--- config.mk ---
export PLATFORM = sky130hd
export DESIGN_NAME = cursor_template_expander
export DESIGN_NICKNAME = d
export VERILOG_FILES = /design/src/sv/cte_pkg.sv /design/src/sv/cte_decimal.sv /design/src/sv/cte_expand.sv /design/src/sv/cte_result.sv /design/src/sv/cursor_template_expander.sv
export SDC_FILE = /design/constraint.sdc
export NUM_CORES = 1
export LEC_CHECK = 0
export BUFFER_PORTS_ARGS = -buffer_cell sky130_fd_sc_hd__buf_2
export CAP_MARGIN = 10
export CORE_MARGIN = 8
export CORE_UTILIZATION = 59
export CTS_BUF_LIST = sky130_fd_sc_hd__clkbuf_8
export DETAILED_ROUTE_END_ITERATION = 8
export HOLD_SLACK_MARGIN = 0.05
export PLACE_DENSITY = 0.8
export SLEW_MARGIN = 10
export SYNTH_ARGS = -nofsm -noshare
export SYNTH_HDL_FRONTEND = slang
export SYNTH_SLANG_ARGS = --single-unit
--- constraint.sdc ---
create_clock -name i_clk -period 10.5 [get_ports i_clk]
set_clock_uncertainty 0.05 [all_clocks]
set_input_delay 0.525 -clock i_clk [delete_from_list [all_inputs] [get_ports i_clk]]
set_output_delay 0.525 -clock i_clk [all_outputs]
set_load 0.02 [all_outputs]
--- src/sv/cte_pkg.sv ---
`timescale 1ns / 1ps
`default_nettype none
// ============================================================================
// cte_pkg
// Shared types and constants for the cursor template expander: the result
// bundle that carries up to four bytes, character codes and decimal
// conversion constants.
// ============================================================================
package cte_pkg;

    // Most bytes that one template character can produce.
    localparam int MAX_RES = 4;
    localparam int CNT_W   = 3;

    // Width of the value handed to the decimal converter.
    localparam int DEC_W = 14;

    // Reciprocal constants for division by 10, 100 and 1000 of a DEC_W value.
    localparam logic [15:0] RECIP10   = 16'd52429;
    localparam int          SH10      = 19;
    localparam logic [15:0] RECIP100  = 16'd5243;
    localparam int          SH100     = 19;
    localparam logic [15:0] RECIP1000 = 16'd8389;
    localparam int          SH1000    = 23;

    // Template character codes.
    localparam logic [7:0] CH_PERCENT = 8'h25;
    localparam logic [7:0] CH_PLUS    = 8'h2B;
    localparam logic [7:0] CH_DOT     = 8'h2E;
    localparam logic [7:0] CH_ZERO    = 8'h30;
    localparam logic [7:0] CH_TWO     = 8'h32;
    localparam logic [7:0] CH_THREE   = 8'h33;
    localparam logic [7:0] CH_LOWER_D = 8'h64;
    localparam logic [7:0] CH_LOWER_I = 8'h69;
    localparam logic [7:0] CH_LOWER_R = 8'h72;

    // Minimum digit counts of the decimal forms.
    localparam logic [1:0] MINW_ONE   = 2'd1;
    localparam logic [1:0] MINW_TWO   = 2'd2;
    localparam logic [1:0] MINW_THREE = 2'd3;

    // Bytes produced for one template character; bytes[0] leaves first.
    typedef struct packed {
        logic [MAX_RES-1:0][7:0] bytes;
        logic [CNT_W-1:0]        count;
    } t_result;

endpackage
`default_nettype wire

--- src/sv/cte_decimal.sv ---
`timescale 1ns / 1ps
`default_nettype none
// ============================================================================
// cte_decimal
// Converts a value below ten thousand into ASCII decimal digits, padded with
// leading zeros up to a minimum digit count.
// ============================================================================
module cte_decimal (
    input  wire logic [cte_pkg::DEC_W-1:0] i_value,
    input  wire logic [1:0]                i_min_digits,
    output cte_pkg::t_result               o_res
);
    import cte_pkg::*;

    logic [29:0]      w_p10;
    logic [29:0]      w_p100;
    logic [29:0]      w_p1000;
    logic [10:0]      w_q10;
    logic [7:0]       w_q100;
    logic [4:0]       w_q1000;
    logic [13:0]      w_r0;
    logic [10:0]      w_r1;
    logic [7:0]       w_r2;
    logic [3:0][3:0]  w_dig;
    logic [2:0]       w_nat;
    logic [2:0]       w_num;

    // The three quotients come from independent reciprocal products.
    assign w_p10   = 30'(i_value) * 30'(RECIP10);
    assign w_p100  = 30'(i_value) * 30'(RECIP100);
    assign w_p1000 = 30'(i_value) * 30'(RECIP1000);

    assign w_q10   = w_p10[SH10 +: 11];
    assign w_q100  = w_p100[SH100 +: 8];
    assign w_q1000 = w_p1000[SH1000 +: 5];

    assign w_r0 = i_value - (14'(w_q10) * 14'd10);
    assign w_r1 = w_q10 - (11'(w_q100) * 11'd10);
    assign w_r2 = w_q100 - (8'(w_q1000) * 8'd10);

    assign w_dig[0] = w_r0[3:0];
    assign w_dig[1] = w_r1[3:0];
    assign w_dig[2] = w_r2[3:0];
    assign w_dig[3] = w_q1000[3:0];

    always_comb begin
        if (i_value >= DEC_W'(1000)) begin
            w_nat = 3'd4;
        end else if (i_value >= DEC_W'(100)) begin
            w_nat = 3'd3;
        end else if (i_value >= DEC_W'(10)) begin
            w_nat = 3'd2;
        end else begin
            w_nat = 3'd1;
        end
        w_num = (w_nat > {1'b0, i_min_digits}) ? w_nat : {1'b0, i_min_digits};
    end

    // Most significant digit first.
    always_comb begin
        logic [2:0] pos;
        o_res.count = w_num;
        for (int i = 0; i < MAX_RES; i++) begin
            pos = w_num - 3'd1 - 3'(i);
            if (3'(i) < w_num) begin
                o_res.bytes[i] = CH_ZERO + {4'b0000, w_dig[pos[1:0]]};
            end else begin
                o_res.bytes[i] = 8'h00;
            end
        end
    end

endmodule
`default_nettype wire

--- src/sv/cte_expand.sv ---
`timescale 1ns / 1ps
`default_nettype none
// ============================================================================
// cte_expand
// Expansion state and the decode of one registered template character into
// a result bundle. The state advances when the character is taken.
// ============================================================================
module cte_expand #(
    parameter int PARAM_WIDTH = 12
) (
    input  wire logic                   i_clk,
    input  wire logic                   i_rst_n,
    input  wire logic                   i_take,
    input  wire logic [7:0]             i_char,
    input  wire logic [PARAM_WIDTH-1:0] i_first,
    input  wire logic [PARAM_WIDTH-1:0] i_second,
    input  wire logic                   i_start,
    input  wire logic                   i_end,
    output cte_pkg::t_result            o_res
);
    import cte_pkg::*;

    logic [PARAM_WIDTH-1:0] r_saved_first, n_saved_first;
    logic [PARAM_WIDTH-1:0] r_saved_second, n_saved_second;
    logic [PARAM_WIDTH-1:0] r_next_first, n_next_first;
    logic [PARAM_WIDTH-1:0] r_next_second, n_next_second;
    logic [1:0]             r_used, n_used;
    logic                   r_add_one, n_add_one;
    logic                   r_pend_pct, n_pend_pct;
    logic                   r_pend_plus, n_pend_plus;

    logic [PARAM_WIDTH-1:0] w_cur;
    logic [DEC_W-1:0]       w_dec_value;
    logic [1:0]             w_min_digits;
    t_result                w_dec_res;

    cte_decimal u_decimal (
        .i_value      (w_dec_value),
        .i_min_digits (w_min_digits),
        .o_res        (w_dec_res)
    );

    always_comb begin
        // A start mark replaces the whole state before the character is decoded.
        n_saved_first  = i_start ? i_first  : r_saved_first;
        n_saved_second = i_start ? i_second : r_saved_second;
        n_next_first   = i_start ? i_first  : r_next_first;
        n_next_second  = i_start ? i_second : r_next_second;
        n_used         = i_start ? 2'd0 : r_used;
        n_add_one      = i_start ? 1'b0 : r_add_one;
        n_pend_pct     = i_start ? 1'b0 : r_pend_pct;
        n_pend_plus    = i_start ? 1'b0 : r_pend_plus;

        w_cur        = (n_used == 2'd0) ? n_next_first : n_next_second;
        w_dec_value  = DEC_W'(w_cur) + DEC_W'(n_add_one);
        w_min_digits = (i_char == CH_TWO) ? MINW_TWO
                     : ((i_char == CH_THREE) ? MINW_THREE : MINW_ONE);

        o_res.bytes = '0;
        o_res.count = '0;

        if (n_pend_plus) begin
            n_pend_plus = 1'b0;
            if (!n_used[1]) begin
                o_res.bytes[0] = i_char + w_cur[7:0];
                o_res.count    = CNT_W'(1);
                n_used         = n_used + 2'd1;
            end
        end else if (n_pend_pct) begin
            n_pend_pct = 1'b0;
            case (i_char)
                CH_PERCENT: begin
                    o_res.bytes[0] = CH_PERCENT;
                    o_res.count    = CNT_W'(1);
                end
                CH_LOWER_R: begin
                    n_next_first  = n_saved_second;
                    n_next_second = n_saved_first;
                end
                CH_LOWER_I: begin
                    n_add_one = 1'b1;
                end
                CH_DOT: begin
                    if (!n_used[1]) begin
                        o_res.bytes[0] = w_cur[7:0];
                        o_res.count    = CNT_W'(1);
                        n_used         = n_used + 2'd1;
                    end
                end
                CH_LOWER_D, CH_TWO, CH_THREE: begin
                    if (!n_used[1]) begin
                        o_res  = w_dec_res;
                        n_used = n_used + 2'd1;
                    end
                end
                CH_PLUS: begin
                    n_pend_plus = !i_end;
                end
                default: begin
                end
            endcase
        end else if (i_char == CH_PERCENT) begin
            if (i_end) begin
                o_res.bytes[0] = CH_PERCENT;
                o_res.count    = CNT_W'(1);
            end else begin
                n_pend_pct = 1'b1;
            end
        end else begin
            o_res.bytes[0] = i_char;
            o_res.count    = CNT_W'(1);
        end

        if (i_end) begin
            n_pend_pct  = 1'b0;
            n_pend_plus = 1'b0;
        end
    end

    always_ff @(posedge i_clk) begin
        if (!i_rst_n) begin
            r_saved_first  <= '0;
            r_saved_second <= '0;
            r_next_first   <= '0;
            r_next_second  <= '0;
            r_used         <= '0;
            r_add_one      <= 1'b0;
            r_pend_pct     <= 1'b0;
            r_pend_plus    <= 1'b0;
        end else if (i_take) begin
            r_saved_first  <= n_saved_first;
            r_saved_second <= n_saved_second;
            r_next_first   <= n_next_first;
            r_next_second  <= n_next_second;
            r_used         <= n_used;
            r_add_one      <= n_add_one;
            r_pend_pct     <= n_pend_pct;
            r_pend_plus    <= n_pend_plus;
        end
    end

endmodule
`default_nettype wire

--- src/sv/cte_result.sv ---
`timescale 1ns / 1ps
`default_nettype none
// ============================================================================
// cte_result
// Result register: holds the bytes of one template character and hands them
// downstream one per transaction, flagging the last one.
// ============================================================================
module cte_result (
    input  wire logic             i_clk,
    input  wire logic             i_rst_n,
    input  wire logic             i_load,
    input  cte_pkg::t_result      i_res,
    input  wire logic             i_stall,
    output logic                  o_ready,
    output logic                  o_valid,
    output logic [7:0]            o_out_byte,
    output logic                  o_last_of_run
);
    import cte_pkg::*;

    logic                    r_valid, n_valid;
    logic [1:0]              r_idx, n_idx;
    logic [MAX_RES-1:0][7:0] r_bytes;
    logic [CNT_W-1:0]        r_count;
    logic                    w_last;
    logic                    w_send;

    assign w_last  = ({1'b0, r_idx} == (r_count - CNT_W'(1)));
    assign w_send  = r_valid && !i_stall;
    assign o_ready = !r_valid || (w_send && w_last);

    assign o_valid       = r_valid;
    assign o_out_byte    = r_bytes[r_idx];
    assign o_last_of_run = w_last;

    always_comb begin
        n_valid = r_valid;
        n_idx   = r_idx;
        if (w_send) begin
            if (w_last) begin
                n_valid = 1'b0;
            end else begin
                n_idx = r_idx + 2'd1;
            end
        end
        if (i_load) begin
            n_valid = 1'b1;
            n_idx   = 2'd0;
        end
    end

    always_ff @(posedge i_clk) begin
        if (!i_rst_n) begin
            r_valid <= 1'b0;
            r_idx   <= '0;
        end else begin
            r_valid <= n_valid;
            r_idx   <= n_idx;
        end
    end

    always_ff @(posedge i_clk) begin
        if (i_load) begin
            r_bytes <= i_res.bytes;
            r_count <= i_res.count;
        end
    end

endmodule
`default_nettype wire

--- src/sv/cursor_template_expander.sv ---
`timescale 1ns / 1ps
`default_nettype none
// ============================================================================
// cursor_template_expander
// Expands a cursor-addressing template, one template character per input
// transaction, into the bytes of the addressing sequence.
// ============================================================================
//
//  Channel | Direction | Handshake           | Payload
//  --------+-----------+---------------------+--------------------------------
//  input   | in        | i_valid / o_stall   | i_template_char, i_first_param,
//          |           |                     | i_second_param,
//          |           |                     | i_start_of_template,
//          |           |                     | i_end_of_template
//  output  | out       | o_valid / i_stall   | o_out_byte, o_last_of_run
//
// A template character is held in the input register and is decoded into up
// to four bytes that are loaded into the result register when it is ready. The
// result register sends one byte per cycle while i_stall is low, and it takes
// the next character only as its last byte leaves, so a character costs more
// the more bytes (0 to 4) it has; four-digit decimal forms are the slowest case.
// Bytes leave from the result register, behind the input register. Reset is
// synchronous and active low and returns the expansion state to zero. A stall on
// the output holds the result register, and the input register backs up behind
// it, raising o_stall.
module cursor_template_expander #(
    parameter int PARAM_WIDTH = 12
) (
    input  wire logic                   i_clk,
    input  wire logic                   i_rst_n,
    // Input channel.
    input  wire logic                   i_valid,
    output logic                        o_stall,
    input  wire logic [7:0]             i_template_char,
    input  wire logic [PARAM_WIDTH-1:0] i_first_param,
    input  wire logic [PARAM_WIDTH-1:0] i_second_param,
    input  wire logic                   i_start_of_template,
    input  wire logic                   i_end_of_template,
    // Output channel.
    output logic                        o_valid,
    input  wire logic                   i_stall,
    output logic [7:0]                  o_out_byte,
    output logic                        o_last_of_run
);
    import cte_pkg::*;

    // Input register.
    logic                   r_in_valid, n_in_valid;
    logic [7:0]             r_char;
    logic [PARAM_WIDTH-1:0] r_first;
    logic [PARAM_WIDTH-1:0] r_second;
    logic                   r_start;
    logic                   r_end;

    logic    w_accept;
    logic    w_take;
    logic    w_res_ready;
    t_result w_res;

    // The held character moves on whenever the result register can take its
    // bytes; characters that produce nothing still pass through without loading it.
    assign w_take   = r_in_valid && w_res_ready;
    assign o_stall  = r_in_valid && !w_res_ready;
    assign w_accept = i_valid && !o_stall;

    always_comb begin
        n_in_valid = r_in_valid;
        if (w_take) begin
            n_in_valid = 1'b0;
        end
        if (w_accept) begin
            n_in_valid = 1'b1;
        end
    end

    always_ff @(posedge i_clk) begin
        if (!i_rst_n) begin
            r_in_valid <= 1'b0;
        end else begin
            r_in_valid <= n_in_valid;
        end
    end

    always_ff @(posedge i_clk) begin
        if (w_accept) begin
            r_char   <= i_template_char;
            r_first  <= i_first_param;
            r_second <= i_second_param;
            r_start  <= i_start_of_template;
            r_end    <= i_end_of_template;
        end
    end

    cte_expand #(
        .PARAM_WIDTH (PARAM_WIDTH)
    ) u_expand (
        .i_clk    (i_clk),
        .i_rst_n  (i_rst_n),
        .i_take   (w_take),
        .i_char   (r_char),
        .i_first  (r_first),
        .i_second (r_second),
        .i_start  (r_start),
        .i_end    (r_end),
        .o_res    (w_res)
    );

    // Only characters that produce bytes occupy the result register.
    cte_result u_result (
        .i_clk         (i_clk),
        .i_rst_n       (i_rst_n),
        .i_load        (w_take && (w_res.count != '0)),
        .i_res         (w_res),
        .i_stall       (i_stall),
        .o_ready       (w_res_ready),
        .o_valid       (o_valid),
        .o_out_byte    (o_out_byte),
        .o_last_of_run (o_last_of_run)
    );

endmodule
`default_nettype wire
[Word-level counts from Yosys, hierarchy flattened]
Cells that the tools add are included.
Word-level totals
  memory bits (read-only): 0
  memories kept: 0
  bits in writable memories: 0
  input bits: 38
  output and inout port bits: 11
  latch bits: 0
  bits in registers: 126
  word-level logic and storage cells: 157
Cells by class
  bitwise gates (word level): 7
  eq/ne operators: 9
  shifts and indexed selects: 0
  add/subtract/negate cells: 16
  $lt $le $gt $ge: 13
  div/mod/pow operators: 0
  reduce and logical (&&, ||, !) cells: 25
  multiply operators: 6
  multiplexer cells: 60
Operator list (number)
  $mux 12: 11
  $mux 11: 5
  $eq 8x6->1 const B: 5
  $pmux 11 s3: 1
  $bmux 4 s2: 4
  $mul 13x16->29 const B: 1
  $add 6x4->7 const A: 4
  $mul 13x14->27 const B: 1
  $mul 13x13->26 const B: 1
  $eq 8x7->1 const B: 3
  $mux 1: 19
  $mux 2: 9
  $bmux 8 s2: 1
  $mux 4: 4
  $lt 2x3->1 const B: 5
  $reduce_or 5->1: 3
  $add 12x1->13: 1
  $ge 13x10->1 const B: 1
  $ge 13x4->1 const B: 1
  $ge 13x7->1 const B: 1
  $sub 4x4->4: 3
  $mul 10x3->3 const B: 1
  $mux 10: 1
  $mux 9: 1
  25 further kinds: 49

[Logic depth before layout (Yosys ltp)]
  word-level depth: 23
  depth in mapped cells: 43
  mapped depth without buffers: 39

[Cells and area by module]
A second synthesis with hierarchy kept.
Unflattened totals
  cell total of the unflattened synthesis: 1459
  area, all modules: 14890.5 um2
By module, submodules not included
  cte_decimal: area an instance 8582.0 um2, cells an instance 921, instances 1
  cte_expand: area an instance 3711.1 um2, cells an instance 422, instances 1
  cte_result: area an instance 1519.0 um2, cells an instance 76, instances 1
  cursor_template_expander: area an instance 1078.5 um2, cells an instance 40, instances 1

[Least setup slack after synthesis]
Ideal clock, no wire load.
  kind: reg-to-reg
  from: reg r_start
  to: reg u_result.r_bytes[11] in the netlist's numbering, data pin
  slack: 0.685 ns
  required time: 10.283 ns
  setup time: 0.167 ns
  arrival: 9.597 ns
  stages on the path, launching flop included: 44
  cells stage by stage: edfxtp_1 > buf_6 > buf_2 > nor2b_1 > inv_1 > ha_1 > buf_2 > clkbuf_4 > mux2_2 > nor2_1 > nor2_1 > ha_1 > nand2_1 > o22ai_2 > nand3_1 > xnor2_1 > inv_1 > ha_1 > (+8 left out) > inv_1 > ha_1 > a2111oi_0 > o21ai_0 > a211oi_1 > o21ai_0 > or2_2 > xor2_1 > inv_1 > ha_1 > fa_1 > xnor2_1 > xnor2_1 > xnor2_1 > xnor2_1 > xnor3_1 > a21o_1 > a221oi_2
On the way
  cells in the longest elaborated chain, start to end: 15
  elaborated cells between the ends (all ways): 35
  classes of those cells: 7 x add/sub; 6 x mul; 5 x order compare; 13 x mux; 2 x bitwise; 2 x reduce/logical
RTL lines
  from (decl): line cursor_template_expander.sv:52  | logic r_start;
  from (signal assigned): line cursor_template_expander.sv:89  | r_start <= i_start_of_template;
  parallel branches: the longest is 15 deep, another holds $mul 13x16->29
  to (signal assigned): line cte_result.sv:64  | r_bytes <= i_res.bytes;
  to (decl): line cte_result.sv:23  | logic [MAX_RES-1:0][7:0] r_bytes;
Parallel ways; which one is timed is not known. The select of a mux whose other input is x is not followed.
A chain may end at the register's enable or synchronous reset.

==> PnR_summary.wiki <==
{| class="wikitable"
! Metric !! Value
|-
| Share of Yosys cell area claimed by the top area cell type || 20.6%
|-
| RSZ-0062 raised after global routing || false
|-
| Die extent in x || 169 um
|-
| Setup total negative slack || 0 ns
|-
| # Max-Cap Violations || 0
|-
| Power density relative to cell area || 171 nW/um^2
|-
| Minimum clock period after layout || 10.04 ns
|-
| Count of synthesis-stage warnings from yosys || 0
|-
| Setup crit end kind || flop
|-
| Most area-consuming cells after synthesis || sky130_fd_sc_hd__ha_1 (21%), sky130_fd_sc_hd__fa_1 (17%), sky130_fd_sc_hd__edfxtp_1 (13%)
|-
| Antenna violations before repair || 0
|-
| Number of top-level design ports || 49
|-
| Lkg Pwr || 0.00720 uW
|-
| Startpoint of the most critical hold path || i_template_char[6]
|-
| Final hold vios || 0
|-
| Largest net degree at the start of global routing || 58
|-
| Gpl congestion || 1.04
|-
| Fraction of the cycle the final worst path needs || 95.6%
|-
| Maximum buffer depth of the clock tree || 2
|-
| Total vias in the final route || 10,200
|-
| Fraction of registers with async set or reset after synthesis || 0%
|-
| Vertical die dimension || 169 um
|-
| Starting density of the core || 59.5%
|-
| Clock insertion delay at the later pin of the skew report || 0.45 ns
|-
| Number of buffers inserted by post-CTS setup repair || 0
|-
| Slowest stage cell, crit path || sky130_fd_sc_hd__fa_1
|-
| Remaining max-slew budget at the tightest pin || 28.8%
|-
| Maximum VDD drop || 0.160 mV
|-
| Critical path startpoint || r_start$_DFFE_PP_
|-
| TritonCTS sink count || 117
|-
| Met3 Track Usage GR || 4.82%
|-
| Violation count after the first detailed-routing iteration || 936
|-
| Maximum clock frequency || 99.6 MHz
|-
| Vias in the first global route || 10,500
|-
| Number of nets in the synthesized netlist || 1,772
|-
| Total wire length after detailed routing || 32,600 um
|-
| Reg clk slew, reported paths || 0.08 ns
|-
| Primary flip-flop cell chosen by synthesis mapping || sky130_fd_sc_hd__edfxtp_1
|-
| Critical setup path kind || flop to flop
|-
| Post-CTS sizing || 0
|-
| Fraction of final layout cells sized beyond drive strength 1 || 11.4%
|-
| Flop and latch count out of synthesis || 117
|-
| Remaining global-route overflow || 0
|-
| Met2 GRT Util || 39.3%
|-
| Via density || 5.76
|-
| Number of buffers created by CTS || 17
|-
| Hold buffer count at CTS || 0
|-
| Antenna diode instance count || 0
|-
| Largest driver fanout on the critical path || 8
|-
| Classification of the worst-slack hold path || input pin to flop
|-
| Post-synthesis average cell area || 9.92 um^2
|-
| Syn Std Cell Area || 13,800 um^2
|-
| Endpoint of the lowest-slack register-to-register path || u_result.r_bytes[3]$_DFFE_PP_
|-
| Number of library cell types mapped by synthesis || 82
|-
| Number of cells on the worst hold path || 1
|-
| Tightest Pin Transition || 1.06 ns
|-
| Final routed DRC violation total || 0
|-
| Cell with the most instances on the worst path || sky130_fd_sc_hd__inv_1
|-
| Cell Count Post-Placement || 1,735
|-
| First-pass DRT Iterations || 5
|-
| Worst Path Required || 10.73 ns
|-
| WP data arrival || 10.27 ns
|-
| Global-route wire length before repair || 53,000 um
|-
| Number of nets in the final layout || 1,816
|-
| Detail Placement HPWL || 26,400 um
|-
| Max Slew Vio Count || 0
|-
| Most used routing layer || met2
|-
| Number of port buffers || 48
|-
| Routed wire length per instance || 18.4 um
|-
| Final-report setup violation count || 0
|-
| Count of nets left with antenna violations after detail routing || 0
|-
| Non-filler instance count after layout || 1,767
|-
| Area of the core || 23,200 um^2
|-
| Largest stage delay, worst path || 0.54 ns
|-
| Hold Path End || r_char[6]$_DFFE_PP_
|-
| Clock Tree Root || sky130_fd_sc_hd__clkbuf_8
|-
| Reg2reg start || r_start$_DFFE_PP_
|-
| Number of flops mapped to enable cells by yosys || 60
|-
| Area overhead of the layout relative to synthesis || 7.09%
|-
| Met1 Resource Use GR || 29.6%
|-
| Status || completed
|-
| Row count || 56
|-
| H-tree lvl count || 4
|-
| TritonCTS clock tree || built
|-
| R2R setup slack || 0.46 ns
|-
| Number of cells traversed by the worst register-to-register path || 40
|-
| Die outline area || 28,500 um^2
|-
| Gate count after technology mapping || 1,391
|-
| GRT Util Overall || 23.4%
|-
| Yosys top cell by area || sky130_fd_sc_hd__ha_1
|-
| CP startpoint kind || flop
|-
| Sequential-to-total area share from yosys stat || 21.3%
|}
synthesized netlist by cell type (8+ instances only):
cell,count
sky130_fd_sc_hd__inv_1,273
sky130_fd_sc_hd__ha_1,227
sky130_fd_sc_hd__xnor2_1,42
sky130_fd_sc_hd__edfxtp_1,60
sky130_fd_sc_hd__dfxtp_1,57
sky130_fd_sc_hd__nand4_1,8
sky130_fd_sc_hd__mux2i_1,16
sky130_fd_sc_hd__a21oi_1,35
sky130_fd_sc_hd__o21ai_0,24
sky130_fd_sc_hd__nor2b_1,14
sky130_fd_sc_hd__o21ai_1,9
sky130_fd_sc_hd__xor2_1,12
sky130_fd_sc_hd__nand2b_1,9
sky130_fd_sc_hd__nor2_1,57
sky130_fd_sc_hd__clkbuf_1,25
sky130_fd_sc_hd__nand3_1,10
sky130_fd_sc_hd__a21o_1,10
sky130_fd_sc_hd__nand2_1,148
sky130_fd_sc_hd__fa_1,116
sky130_fd_sc_hd__mux4_2,40
sky130_fd_sc_hd__a21boi_0,51
cells by family (layout without fill, tap and decap cells):
kind of cell             count (synthesis)  in the layout  share of synthesized area, %
AO/OA/AOI/OAI                          197            197                          9.86
XOR/XNOR                                58             58                          4.12
flip-flops                             117            117                          21.3
buffers and inverters                  317            374                          8.86
AND/OR/NAND/NOR                        297            297                          10.2
other                                    1              1                        0.0272
multiplexers                            60             60                          8.12
adder cells (fa/ha/maj)                344            344                          37.5
layout by cell type (no fill, tap or decap), types with 4 or more instances in the layout:
cell type and instances:
sky130_fd_sc_hd__a211oi_1 7, sky130_fd_sc_hd__a21boi_0 51, sky130_fd_sc_hd__a21o_1 10, sky130_fd_sc_hd__a21oi_1 34, sky130_fd_sc_hd__a221oi_1 4, sky130_fd_sc_hd__a31oi_1 5, sky130_fd_sc_hd__and2_1 7, sky130_fd_sc_hd__and3_1 4
sky130_fd_sc_hd__buf_2 48, sky130_fd_sc_hd__buf_4 18, sky130_fd_sc_hd__clkbuf_8 18, sky130_fd_sc_hd__clkinv_4 4, sky130_fd_sc_hd__clkinvlp_4 4, sky130_fd_sc_hd__dfxtp_1 57, sky130_fd_sc_hd__edfxtp_1 60, sky130_fd_sc_hd__fa_1 116
sky130_fd_sc_hd__ha_1 227, sky130_fd_sc_hd__inv_1 274, sky130_fd_sc_hd__mux2i_1 16, sky130_fd_sc_hd__mux4_2 40, sky130_fd_sc_hd__nand2_1 148, sky130_fd_sc_hd__nand2b_1 9, sky130_fd_sc_hd__nand3_1 10, sky130_fd_sc_hd__nand4_1 8
sky130_fd_sc_hd__nand4b_1 4, sky130_fd_sc_hd__nor2_1 57, sky130_fd_sc_hd__nor2b_1 13, sky130_fd_sc_hd__nor3_1 4, sky130_fd_sc_hd__o211ai_1 5, sky130_fd_sc_hd__o21ai_0 24, sky130_fd_sc_hd__o21ai_1 9, sky130_fd_sc_hd__o21bai_1 5
sky130_fd_sc_hd__o22ai_1 7, sky130_fd_sc_hd__or2_2 6, sky130_fd_sc_hd__xnor2_1 42, sky130_fd_sc_hd__xor2_1 12
power by group:
| group | leakage [uW] | internal, uW | switching [uW] |
|---|---|---|---|
| combinational | 0.00598 | 683 | 931 |
| sequential | 0.00104 | 503 | 16.7 |
| clock | 0.000183 | 195 | 200 |
| total | 0.00720 | 1380 | 1150 |
critical path, delay by kind of cell, from the launching register on:
family          cells  cell delay, ns
fa+ha+maj          10            3.72
xor+xnor            7            1.39
simple gates        7            1.29
flops               1            0.46
compound gates      7            1.93
buf+inv             8            0.75
mux                 1            0.30
metal layers:
layer	wire length [um]	vias to the layer above	part of all wire (%)
met2	15800	368	49
met4	874	0	2.7
li1	-	4755	-
met5	0	-	0
met1	13500	4991	42
met3	2360	63	7.3
state kept, by name, summed over array words and instances, names as in the netlist:
| name | flops |
|---|---|
| u_expand.r_next_second | 12 |
| u_expand.r_pend_pct | 1 |
| r_start | 1 |
| r_in_valid | 1 |
| u_result.r_idx | 2 |
| u_expand.r_add_one | 1 |
| r_end | 1 |
| r_second | 12 |
| u_expand.r_saved_second | 12 |
| u_result.r_bytes | 23 |
| r_first | 12 |
| u_expand.r_saved_first | 12 |
| u_result.o_valid | 1 |
| u_expand.r_next_first | 12 |
| u_expand.r_pend_plus | 1 |
| r_char | 8 |
| u_result.r_count | 3 |
| u_expand.r_used | 2 |
per-stage QoR:
stage / total power (uW) / utilization [%] / area [um^2] / setup slack [ns] / hold slack (ns)
6_report: 2530 / 63.7 / 14800 / 0.465 / 0.198
5_1_grt: 2770 / 63.7 / 14800 / 0.0110 / 0.168
2_1_floorplan: 1740 / - / 13800 / 0.685 / 0.391
3_3_place_gp: 2060 / 62.1 / 14400 / 0.991 / 0.401
4_1_cts: 2530 / 63.7 / 14800 / 0.465 / 0.170
3_5_place_dp: 2120 / 62.1 / 14400 / 0.503 / 0.410
final cells by class:
type / instances / area (um^2)
inverter: 276 / 1040
fill: 1828 / 8410
timing repair buffer: 66 / 375
multi-input combinational: 957 / 9650
clock buffer: 18 / 248
clock inverter: 14 / 130
sequential: 117 / 2940
tap: 319 / 399
how the worst max path moves through the flow:
| stage | cells after the start | endpoint |
|---|---|---|
| floorplan | 43 | u_result.r_bytes[11]$_SDFFCE_PP0P_ |
| global placement | 37 | u_result.r_bytes[3]$_DFFE_PP_ |
| detailed placement | 40 | u_result.r_bytes[3]$_DFFE_PP_ |
| CTS | 40 | u_result.r_bytes[3]$_DFFE_PP_ |
| global route | 40 | u_result.r_bytes[3]$_DFFE_PP_ |
| finish | 40 | u_result.r_bytes[3]$_DFFE_PP_ |
(Power assumes the default switching activity.)
